`src/rtl/sjf_nonpreemptive_scheduler_top_assert.svh`:
```
// Assertion macros for the shortest-job-first scheduler.
// Included by the modules that check their own sequencing; no other dependencies.
`ifndef SJF_NONPREEMPTIVE_SCHEDULER_TOP_ASSERT_SVH
`define SJF_NONPREEMPTIVE_SCHEDULER_TOP_ASSERT_SVH

// Same-cycle implication, disabled during reset.
`define SJF_ASSERT_IMP(lbl, clk, rst, ante, cons, msg) \
  lbl: assert property (@(posedge clk) disable iff (rst) (ante) |-> (cons)) \
    else $error(msg);

// Next-cycle implication, disabled during reset.
`define SJF_ASSERT_NXT(lbl, clk, rst, ante, cons, msg) \
  lbl: assert property (@(posedge clk) disable iff (rst) (ante) |=> (cons)) \
    else $error(msg);

`endif

```
`src/rtl/sjf_pkg.sv`:
```
// Shared types and constants for the shortest-job-first scheduler.
// No dependencies; imported by every module of the block.
package sjf_pkg;

  localparam int SJF_MAX_PROCS_DEF = 16;
  localparam int ID_W   = 16;
  localparam int ARR_W  = 16;
  localparam int BST_W  = 16;
  localparam int TIME_W = 21;
  localparam int SUM_W  = 25;
  localparam int IN_W   = 48;
  localparam int OUT_W  = 152;

  typedef struct packed {
    logic [BST_W-1:0] burst;
    logic [ARR_W-1:0] arrival;
    logic [ID_W-1:0]  id;
  } job_t;

  typedef enum logic [3:0] {
    ST_IDLE,
    ST_SCAN_ARR,
    ST_ADV,
    ST_SCAN_BST,
    ST_READ,
    ST_FIN,
    ST_SUM,
    ST_EMIT
  } state_t;

  typedef enum logic {
    CMP_MIN_ARR,
    CMP_MIN_BST
  } cmp_mode_t;

  typedef struct packed {
    cmp_mode_t         mode;
    logic              cand_ok;
    logic              found;
    logic [ARR_W-1:0]  cand_arr;
    logic [BST_W-1:0]  cand_bst;
    logic [ARR_W-1:0]  best_arr;
    logic [BST_W-1:0]  best_bst;
    logic [TIME_W-1:0] clock_now;
  } cmp_req_t;

  typedef struct packed {
    logic              last;
    logic [SUM_W-1:0]  total_turnaround;
    logic [SUM_W-1:0]  total_wait;
    logic [TIME_W-1:0] turnaround_time;
    logic [TIME_W-1:0] wait_time;
    logic [TIME_W-1:0] finish_time;
    logic [TIME_W-1:0] start_time;
    logic [ID_W-1:0]   sched_id;
  } result_t;

endpackage

```
`src/rtl/sjf_job_mem.sv`:
```
// Job store: one write port, one read port with registered read data.
// Depends on sjf_pkg for the job record type.
module sjf_job_mem
  import sjf_pkg::*;
#(
  parameter int DEPTH = SJF_MAX_PROCS_DEF,
  parameter int AW    = (DEPTH > 1) ? $clog2(DEPTH) : 1
) (
  input  logic          clk,
  input  logic          we,
  input  logic [AW-1:0] waddr,
  input  job_t          wdata,
  input  logic [AW-1:0] raddr,
  output job_t          rdata
);

  job_t mem [DEPTH];

  always_ff @(posedge clk) begin
    if (we) begin
      mem[waddr] <= wdata;
    end
  end

  always_ff @(posedge clk) begin
    rdata <= mem[raddr];
  end

endmodule

```
`src/rtl/sjf_cmp_unit.sv`:
```
// Shared compare unit: decides whether a scanned job replaces the current best.
// Depends on sjf_pkg for the request struct and mode codes.
module sjf_cmp_unit
  import sjf_pkg::*;
(
  input  cmp_req_t req,
  output logic     take
);

  logic elig;
  logic better;

  always_comb begin
    elig   = 1'b0;
    better = 1'b0;
    take   = 1'b0;
    unique case (req.mode)
      CMP_MIN_ARR: begin
        take = req.cand_ok && (!req.found || (req.cand_arr < req.best_arr));
      end
      CMP_MIN_BST: begin
        elig   = {{(TIME_W-ARR_W){1'b0}}, req.cand_arr} <= req.clock_now;
        // shorter burst wins; equal burst goes to the earlier arrival
        better = (req.cand_bst < req.best_bst) ||
                 ((req.cand_bst == req.best_bst) && (req.cand_arr < req.best_arr));
        take   = req.cand_ok && elig && (!req.found || better);
      end
      default: take = 1'b0;
    endcase
  end

endmodule

```
`src/rtl/sjf_core.sv`:
```
// Sequencer and datapath: loads jobs, scans them twice per pick through the
// shared compare unit, and forms one result per job. Depends on sjf_pkg,
// sjf_job_mem, sjf_cmp_unit and the assertion macro header.
`include "sjf_nonpreemptive_scheduler_top_assert.svh"

module sjf_core
  import sjf_pkg::*;
#(
  parameter int MAX_PROCS = SJF_MAX_PROCS_DEF
) (
  input  logic          clk,
  input  logic          rst,
  input  logic          in_valid,
  output logic          in_ready,
  input  job_t          in_job,
  input  logic          in_last,
  output logic          res_valid,
  input  logic          res_ready,
  output result_t       res
);

  localparam int IDX_W = (MAX_PROCS > 1) ? $clog2(MAX_PROCS) : 1;
  localparam int CNT_W = $clog2(MAX_PROCS + 1);

  state_t            state, state_next;
  logic [CNT_W-1:0]  count;
  logic [CNT_W-1:0]  count_after;
  logic [CNT_W-1:0]  scan_idx;
  logic [CNT_W-1:0]  k;
  logic              rd_vld;
  logic [IDX_W-1:0]  rd_idx;
  logic              found;
  logic [IDX_W-1:0]  best_idx;
  logic [ARR_W-1:0]  best_arr;
  logic [BST_W-1:0]  best_bst;
  logic [TIME_W-1:0] clock_now;
  logic [TIME_W-1:0] finish;
  logic [TIME_W-1:0] wt;
  logic [TIME_W-1:0] tat;
  logic [SUM_W-1:0]  wait_sum;
  logic [SUM_W-1:0]  turn_sum;
  logic [ID_W-1:0]   job_id;
  logic [MAX_PROCS-1:0] done;

  logic              in_acc;
  logic              has_room;
  logic              scan_end;
  logic              final_pick;
  logic              res_acc;
  logic              mem_we;
  logic [IDX_W-1:0]  mem_raddr;
  job_t              mem_rdata;
  cmp_req_t          cmp_req;
  logic              take;

  sjf_job_mem #(
    .DEPTH (MAX_PROCS),
    .AW    (IDX_W)
  ) u_mem (
    .clk   (clk),
    .we    (mem_we),
    .waddr (count[IDX_W-1:0]),
    .wdata (in_job),
    .raddr (mem_raddr),
    .rdata (mem_rdata)
  );

  sjf_cmp_unit u_cmp (
    .req  (cmp_req),
    .take (take)
  );

  assign has_room    = count < CNT_W'(MAX_PROCS);
  assign count_after = has_room ? count + CNT_W'(1) : count;
  assign in_acc      = in_valid && in_ready;
  assign mem_we      = in_acc && has_room;
  assign scan_end    = scan_idx == count;
  assign final_pick  = k == (count - CNT_W'(1));
  assign res_acc     = res_valid && res_ready;

  always_comb begin
    cmp_req.mode      = (state == ST_SCAN_BST) ? CMP_MIN_BST : CMP_MIN_ARR;
    cmp_req.cand_ok   = rd_vld && !done[rd_idx];
    cmp_req.found     = found;
    cmp_req.cand_arr  = mem_rdata.arrival;
    cmp_req.cand_bst  = mem_rdata.burst;
    cmp_req.best_arr  = best_arr;
    cmp_req.best_bst  = best_bst;
    cmp_req.clock_now = clock_now;
  end

  always_comb begin
    res.sched_id         = job_id;
    res.start_time       = clock_now;
    res.finish_time      = finish;
    res.wait_time        = wt;
    res.turnaround_time  = tat;
    res.total_wait       = wait_sum;
    res.total_turnaround = turn_sum + {{(SUM_W-TIME_W){1'b0}}, tat};
    res.last             = final_pick;
  end

  always_ff @(posedge clk) begin
    if (rst) begin
      state <= ST_IDLE;
    end else begin
      state <= state_next;
    end
  end

  always_comb begin
    state_next = state;
    in_ready   = 1'b0;
    res_valid  = 1'b0;
    mem_raddr  = scan_idx[IDX_W-1:0];
    unique case (state)
      ST_IDLE: begin
        in_ready = 1'b1;
        if (in_valid && in_last && (count_after != '0)) begin
          state_next = ST_SCAN_ARR;
        end
      end
      ST_SCAN_ARR: begin
        if (scan_end) begin
          state_next = ST_ADV;
        end
      end
      ST_ADV: state_next = ST_SCAN_BST;
      ST_SCAN_BST: begin
        if (scan_end) begin
          state_next = ST_READ;
        end
      end
      ST_READ: begin
        mem_raddr  = best_idx;
        state_next = ST_FIN;
      end
      ST_FIN: state_next = ST_SUM;
      ST_SUM: state_next = ST_EMIT;
      ST_EMIT: begin
        res_valid = 1'b1;
        if (res_ready) begin
          state_next = final_pick ? ST_IDLE : ST_SCAN_ARR;
        end
      end
      default: state_next = ST_IDLE;
    endcase
  end

  always_ff @(posedge clk) begin
    if (rst) begin
      count     <= '0;
      done      <= '0;
      clock_now <= '0;
      wait_sum  <= '0;
      turn_sum  <= '0;
      k         <= '0;
      scan_idx  <= '0;
      rd_vld    <= 1'b0;
      found     <= 1'b0;
    end else begin
      case (state)
        ST_IDLE: begin
          scan_idx <= '0;
          rd_vld   <= 1'b0;
          found    <= 1'b0;
          k        <= '0;
          if (in_acc) begin
            // drop a job beyond capacity; the last flag still starts a schedule
            count <= count_after;
          end
        end
        ST_SCAN_ARR, ST_SCAN_BST: begin
          rd_vld   <= scan_idx < count;
          scan_idx <= scan_idx + CNT_W'(1);
          if (take) begin
            found <= 1'b1;
          end
        end
        ST_ADV: begin
          // idle processor: jump to the earliest pending arrival
          if ({{(TIME_W-ARR_W){1'b0}}, best_arr} > clock_now) begin
            clock_now <= {{(TIME_W-ARR_W){1'b0}}, best_arr};
          end
          scan_idx <= '0;
          rd_vld   <= 1'b0;
          found    <= 1'b0;
        end
        ST_FIN: done[best_idx] <= 1'b1;
        ST_SUM: wait_sum <= wait_sum + {{(SUM_W-TIME_W){1'b0}}, wt};
        ST_EMIT: begin
          if (res_acc) begin
            scan_idx <= '0;
            rd_vld   <= 1'b0;
            found    <= 1'b0;
            k        <= k + CNT_W'(1);
            if (final_pick) begin
              count     <= '0;
              done      <= '0;
              clock_now <= '0;
              wait_sum  <= '0;
              turn_sum  <= '0;
            end else begin
              clock_now <= finish;
              turn_sum  <= turn_sum + {{(SUM_W-TIME_W){1'b0}}, tat};
            end
          end
        end
        default: ;
      endcase
    end
  end

  // Payload registers: best candidate and per-pick arithmetic.
  always_ff @(posedge clk) begin
    if (((state == ST_SCAN_ARR) || (state == ST_SCAN_BST)) && take) begin
      best_idx <= rd_idx;
      best_arr <= mem_rdata.arrival;
      best_bst <= mem_rdata.burst;
    end
    rd_idx <= scan_idx[IDX_W-1:0];
    if (state == ST_FIN) begin
      job_id <= mem_rdata.id;
      finish <= clock_now + {{(TIME_W-BST_W){1'b0}}, best_bst};
      wt     <= clock_now - {{(TIME_W-ARR_W){1'b0}}, best_arr};
    end
    if (state == ST_SUM) begin
      tat <= wt + {{(TIME_W-BST_W){1'b0}}, best_bst};
    end
  end

  `SJF_ASSERT_IMP(a_count_cap, clk, rst, 1'b1, count <= CNT_W'(MAX_PROCS),
    "job count exceeds capacity")
  `SJF_ASSERT_IMP(a_pick_found, clk, rst, state == ST_READ, found,
    "no eligible job found after clock advance")
  `SJF_ASSERT_IMP(a_pick_fresh, clk, rst, state == ST_FIN, !done[best_idx],
    "selected job already scheduled")
  `SJF_ASSERT_NXT(a_clear_after, clk, rst, res_acc && final_pick,
    (count == '0) && (done == '0) && (state == ST_IDLE),
    "state not cleared after final result")

endmodule

```
`src/rtl/sjf_nonpreemptive_scheduler_top.sv`:
```
// Top level of the non-preemptive shortest-job-first scheduler.
// Depends on sjf_pkg and sjf_core (which holds the job store and compare unit).
//
// Usage:
//   Input stream (s_axis_*): one transaction per job. tlast marks the final job
//   of a set and starts scheduling. Jobs beyond MAX_PROCS are dropped; a
//   dropped job with tlast still starts the schedule of the jobs stored.
//   Output stream (m_axis_*): one transaction per scheduled job in run order,
//   tlast on the final one. A set with no jobs yields no output.
//   Loading accepts one job per cycle. Each pick scans the stored jobs twice
//   through one shared comparator on one memory read port (earliest arrival,
//   then shortest eligible burst). Input ready is low from the final job until
//   the last result is handed to the output register. A stalled receiver holds
//   the output register and the sequencer waits; nothing is dropped. Reset
//   (rst, synchronous) empties the job set and the output register; the job
//   store itself is not cleared.
module sjf_nonpreemptive_scheduler_top
  import sjf_pkg::*;
#(
  parameter int MAX_PROCS = SJF_MAX_PROCS_DEF
) (
  input  logic             clk,
  input  logic             rst,
  input  logic             s_axis_tvalid,
  output logic             s_axis_tready,
  // proc_id[15:0], arrival_time[31:16], burst_length[47:32]
  input  logic [IN_W-1:0]  s_axis_tdata,
  input  logic             s_axis_tlast,
  output logic             m_axis_tvalid,
  input  logic             m_axis_tready,
  // sched_id[15:0], start_time[36:16], finish_time[57:37], wait_time[78:58],
  // turnaround_time[99:79], total_wait[124:100], total_turnaround[149:125], zero pad
  output logic [OUT_W-1:0] m_axis_tdata,
  output logic             m_axis_tlast
);

  job_t    in_job;
  logic    res_valid;
  logic    res_ready;
  result_t res;

  // Unpack the input transaction into a job record.
  assign in_job.id      = s_axis_tdata[ID_W-1:0];
  assign in_job.arrival = s_axis_tdata[ID_W+ARR_W-1:ID_W];
  assign in_job.burst   = s_axis_tdata[IN_W-1:ID_W+ARR_W];

  sjf_core #(
    .MAX_PROCS (MAX_PROCS)
  ) u_core (
    .clk       (clk),
    .rst       (rst),
    .in_valid  (s_axis_tvalid),
    .in_ready  (s_axis_tready),
    .in_job    (in_job),
    .in_last   (s_axis_tlast),
    .res_valid (res_valid),
    .res_ready (res_ready),
    .res       (res)
  );

  // Output register: load when empty or draining this cycle.
  assign res_ready = !m_axis_tvalid || m_axis_tready;

  always_ff @(posedge clk) begin
    if (rst) begin
      m_axis_tvalid <= 1'b0;
    end else if (res_valid && res_ready) begin
      m_axis_tvalid <= 1'b1;
    end else if (m_axis_tready) begin
      m_axis_tvalid <= 1'b0;
    end
  end

  always_ff @(posedge clk) begin
    if (res_valid && res_ready) begin
      m_axis_tdata <= {2'b00, res.total_turnaround, res.total_wait, res.turnaround_time,
                       res.wait_time, res.finish_time, res.start_time, res.sched_id};
      m_axis_tlast <= res.last;
    end
  end

endmodule

```
`config.mk`:
```
export PLATFORM = sky130hd
export DESIGN_NAME = sjf_nonpreemptive_scheduler_top
export DESIGN_NICKNAME = d
export VERILOG_FILES = /design/src/rtl/sjf_pkg.sv /design/src/rtl/sjf_job_mem.sv /design/src/rtl/sjf_cmp_unit.sv /design/src/rtl/sjf_core.sv /design/src/rtl/sjf_nonpreemptive_scheduler_top.sv
export VERILOG_INCLUDE_DIRS = /design/src /design/src/rtl
export SDC_FILE = /design/constraint.sdc
export NUM_CORES = 2
export LEC_CHECK = 0
export ABC_AREA = 1
export BUFFER_PORTS_ARGS = -buffer_cell sky130_fd_sc_hd__clkbuf_2
export CAP_MARGIN = 20
export CORE_ASPECT_RATIO = 1.25
export CORE_MARGIN = 5
export CORE_UTILIZATION = 30
export DETAILED_ROUTE_END_ITERATION = 6
export PLACE_DENSITY = 0.43
export SLEW_MARGIN = 20
export SYNTH_ARGS = -nofsm -noshare
export SYNTH_HDL_FRONTEND = slang
export SYNTH_SLANG_ARGS = --single-unit
```
`constraint.sdc`:
```
create_clock -name clk -period 6 [get_ports clk]
set_clock_uncertainty 0.2 [all_clocks]
set_input_delay 1.8 -clock clk [delete_from_list [all_inputs] [get_ports clk]]
set_output_delay 1.8 -clock clk [all_outputs]
set_load 0.03 [all_outputs]
```
==> results.txt <==
----------------------------------------------------
[Clock tree]
  Count of cells resized by post-cts repair ... 0
  Post-CTS Setup Repair Bufs ... 0
  Level count of the clock H-tree ... 4
  Clock Sink Count ... 1194
  Clock tree from TritonCTS ... built
  Buffer levels on the longest clock path ... 3
  Number of buffers created by CTS ... 132
  Hold Buf Count CTS ... 0
  Clock latency on the worst-skew pair ... around 0.78 ns
  Root buffer cell ... clkbuf_16
  Clock slew at the register clock pins of the worst setup and hold paths ... 0.06 ns

[Synthesis]
  Share of synthesized area occupied by flip-flops and latches ... between 60% and 70%
  Synthesized area per cell ... 11.4 um^2
  Post-synth top area share ... 60.6%
  Total number of yosys warnings ... 0
  Most common cell in the netlist ... edfxtp_1
  Synth Flop Type ... edfxtp_1
  Syn Inst Count ... 4499
  Most area-consuming cells after synthesis ... edfxtp_1, dfxtp_1, nand2_1
  Netlist area before placement ... 51300 um^2
  Ys async rst share ... 0%
  Number of register bits inferred by synthesis ... between 1000 and 1500
  Number of enable flip-flop cells after synthesis ... 1034
  Top post-synthesis cells by count ... edfxtp_1, nand2_1, nor2_1, o21ai_0, inv_1
  Count of cell types in the netlist ... 45
  Cell accounting for the most synthesized area ... edfxtp_1

[Floorplanning]
  Starting Density ... 30.2%
  Horizontal extent of the die ... 380 um
  Die Ht ... 472 um
  Std-Cell Rows ... 169
  Core footprint ... 170000 um^2
  Number of placed I/O pins ... 208
  Area of the die ... 179000 um^2

[Critical path]
  Critical path startpoint category ... flop
  Type of the worst setup path ... reg2out
  Number of gates on the worst path with buffers counted ... 4
  Worst Path Arrival ... 1.97 ns
  Delay of the slowest critical-path stage ... 0.36 ns
  Crit path launch ... u_core.state[0]
  Data required time at the worst endpoint ... about 4.0 ns
  Max FO, Critical Path ... 6
  End point of the critical path ... s_axis_tready
  Worst path buffer plus inverter count ... 2
  End of the worst register-to-register path ... u_core.finish[18]
  Family with the most delay on the worst path ... simple AND/OR/NAND/NOR gates
  Reg-to-Reg Start ... u_core.clock_now[0]
  Worst R2R Setup Slack ... 2.31 ns
  Slowest CP cell ... dfxtp_1
  Reg2Reg Depth ... 11
  Crit-path cells ... nor2_2, inv_1, nor2_1, clkbuf_2
  Endpoint kind of the worst setup timing path ... output pin

[STA]
  Final hold violation count ... 0
  Worst setup margin ... 2.03 ns
  Period Utilization, post-route ... 66.1%
  Worst slew pin tran ... 0.983 ns
  Maximum achievable frequency ... 252 MHz
  RSZ-0062 raised after global routing ... no
  Slew Limit Headroom ... 34.5%
  Final count of negative-setup-slack endpoints ... 0
  Final total negative setup slack ... 0 ns
  Crit path time final ... about 4.0 ns
  Final slew viol count ... 0

[Global routing]
  Via count of the first global-routing pass ... about 34000
  Largest net degree at the start of global routing ... 143
  Total global-route track usage ... 16.8%
  Global-route wire length before repair ... 228 mm
  Antenna violations before repair ... 7
  Final global-route overflow total ... 0

[Finish]
  Layout cells sized above 1 ... 10.6%
  NumNets Final ... approximately 5000
  Area growth syn-to-layout ... 15.8%
  Area of all placed cells without fillers ... 59400 um^2

[Placement]
  Setup Slack @ Placement ... 1.39 ns
  IO Port Bufs ... between 200 and 250
  DP HPWL ... 97.0 mm
  Placer Congestion ... 0.899
  Cell area after placement ... 55000 um^2

[Drt]
  Routed len/inst ... 21.9 um
  First-pass DRT Iterations ... 5
  Drt drc ... 0
  Number of DRC markers after the initial detailed-route iteration ... 2197
  Residual antenna-violating net count after detailed routing ... 0
  Total Wirelength ... 154 mm
  Average vias per placed instance ... 4.87
  Total number of vias ... 34200

[Power and ir drop]
  Logic pwr share ... 18.3%
  Overall power ... 22.0 mW
  Power per standard cell area ... 371 nW/um^2
  Sequential group share of total power ... 44.8%
  Reported leakage power ... 21.8 nW
  Cell internal pwr ... 15.5 mW
  Switch share ... 29.8%
  Clock network fraction of total power ... 36.8%
  Net Sw Power ... around 6.6 mW
  Worst IR Drop VDD ... 0.211 mV

[Hold path]
  Worst hold-check path type ... reg2reg

[Outcome]
  Outcome ... complete, no violations

[Run]
  Max-cap check violation count ... 0

----------------------------------------------------
[worst reg2reg max path: cells and delay by family, from the launching register on]
kind / cells / cell delay (ns)
buf+inv: 1 / 0.09
flops: 1 / 0.59
simple gates: 5 / 0.48
fa+ha+maj: 2 / 0.75
compound gates: 3 / 1.32
[metal layers]
metal | wire [um] | GRT usage [%]
met5 | 0 | 0
met4 | 3210 | 3.96
met1 | 67600 | 21.5
met2 | 76900 | 29.4
met3 | 6380 | 3.03
[worst min path at each step]
stage,start,to,slack (ns),cells past startpoint
floorplan,u_core.scan_idx[2],u_core.rd_idx[2],0.18,0
global placement,u_core.u_mem.rdata[0],u_core.job_id[0],0.19,0
detailed placement,u_core.u_mem.rdata[5],u_core.job_id[5],0.19,0
CTS,u_core.u_mem.rdata[2],u_core.job_id[2],0.20,0
global route,u_core.u_mem.rdata[2],u_core.job_id[2],0.20,0
finish,u_core.u_mem.rdata[2],u_core.job_id[2],0.20,0
[registers in the layout (all words and copies together) (netlist names), 21 cells and up]
| name | cells |
|---|---|
| m_axis_tdata | 150 |
| u_core.clock_now | 21 |
| u_core.u_mem.rdata | 48 |
| u_core.turn_sum | 25 |
| u_core.tat | 21 |
| u_core.finish | 21 |
| u_core.wt | 21 |
| u_core.wait_sum | 25 |
| u_core.u_mem.mem | 768 |
[kinds of logic after synthesis]
kind of cell | Yosys count | share of synthesized area (%)
AOI/OAI and AO/OA | 1082 | 12.1
xor gates and xnor gates | 70 | 1.20
adders and majority gates | 154 | 3.83
buffers and inverters | 591 | 4.75
DFF | 1194 | 66.8
other | 1 | 0.00731
and+or+nand+nor | 1407 | 11.3
[power by group through the flow]
stage	clock network [mW]	logic, mW	registers, mW
final	8.12	4.04	9.88
after detailed placement	0	4.10	10.1
after floorplan	0	2.71	9.90
after global routing	8.72	4.54	9.91
after CTS	8.38	4.12	9.89
after global placement	0	4.07	10.1
[final cells by class]
type / instances / area [um^2]
multi-input combinational: 2715 / 14800
fill: 16900 / 110000
tap: 2223 / 2780
inverter: 399 / 1510
timing repair buffer: 262 / 1710
sequential: 1194 / 34300
antenna: 2 / 5.00
clock buffer: 181 / 3660
clock inverter: 59 / 691
[through the flow]
step	std cells	hold slack, ns	util [%]
4_1_cts	7033	0.204	35.0
3_3_place_gp	6791	0.188	32.4
2_1_floorplan	4500	0.179	-
6_report	7035	0.202	35.0
3_5_place_dp	6793	0.191	32.4
5_1_grt	7033	0.205	35.0
[layout by cell type (no fill, tap or decap), types with 11 or more instances in the layout]
cell type / count
xnor2_1: 22
nor2_1: 403
clkbuf_8: 15
ha_1: 149
nand3_1: 229
nand4_1: 30
clkinv_2: 22
and2_1: 13
nor2_4: 20
a21o_1: 11
edfxtp_1: 1034
o21ai_0: 412
buf_12: 18
buf_4: 37
clkbuf_1: 33
o21ai_1: 143
dfxtp_1: 160
xor2_1: 48
clkbuf_16: 133
inv_1: 390
clkbuf_2: 205
o211ai_1: 218
nor3_1: 21
o21bai_1: 59
a21oi_1: 221
nand2_1: 663
Power figures use the tool's default switching activity.
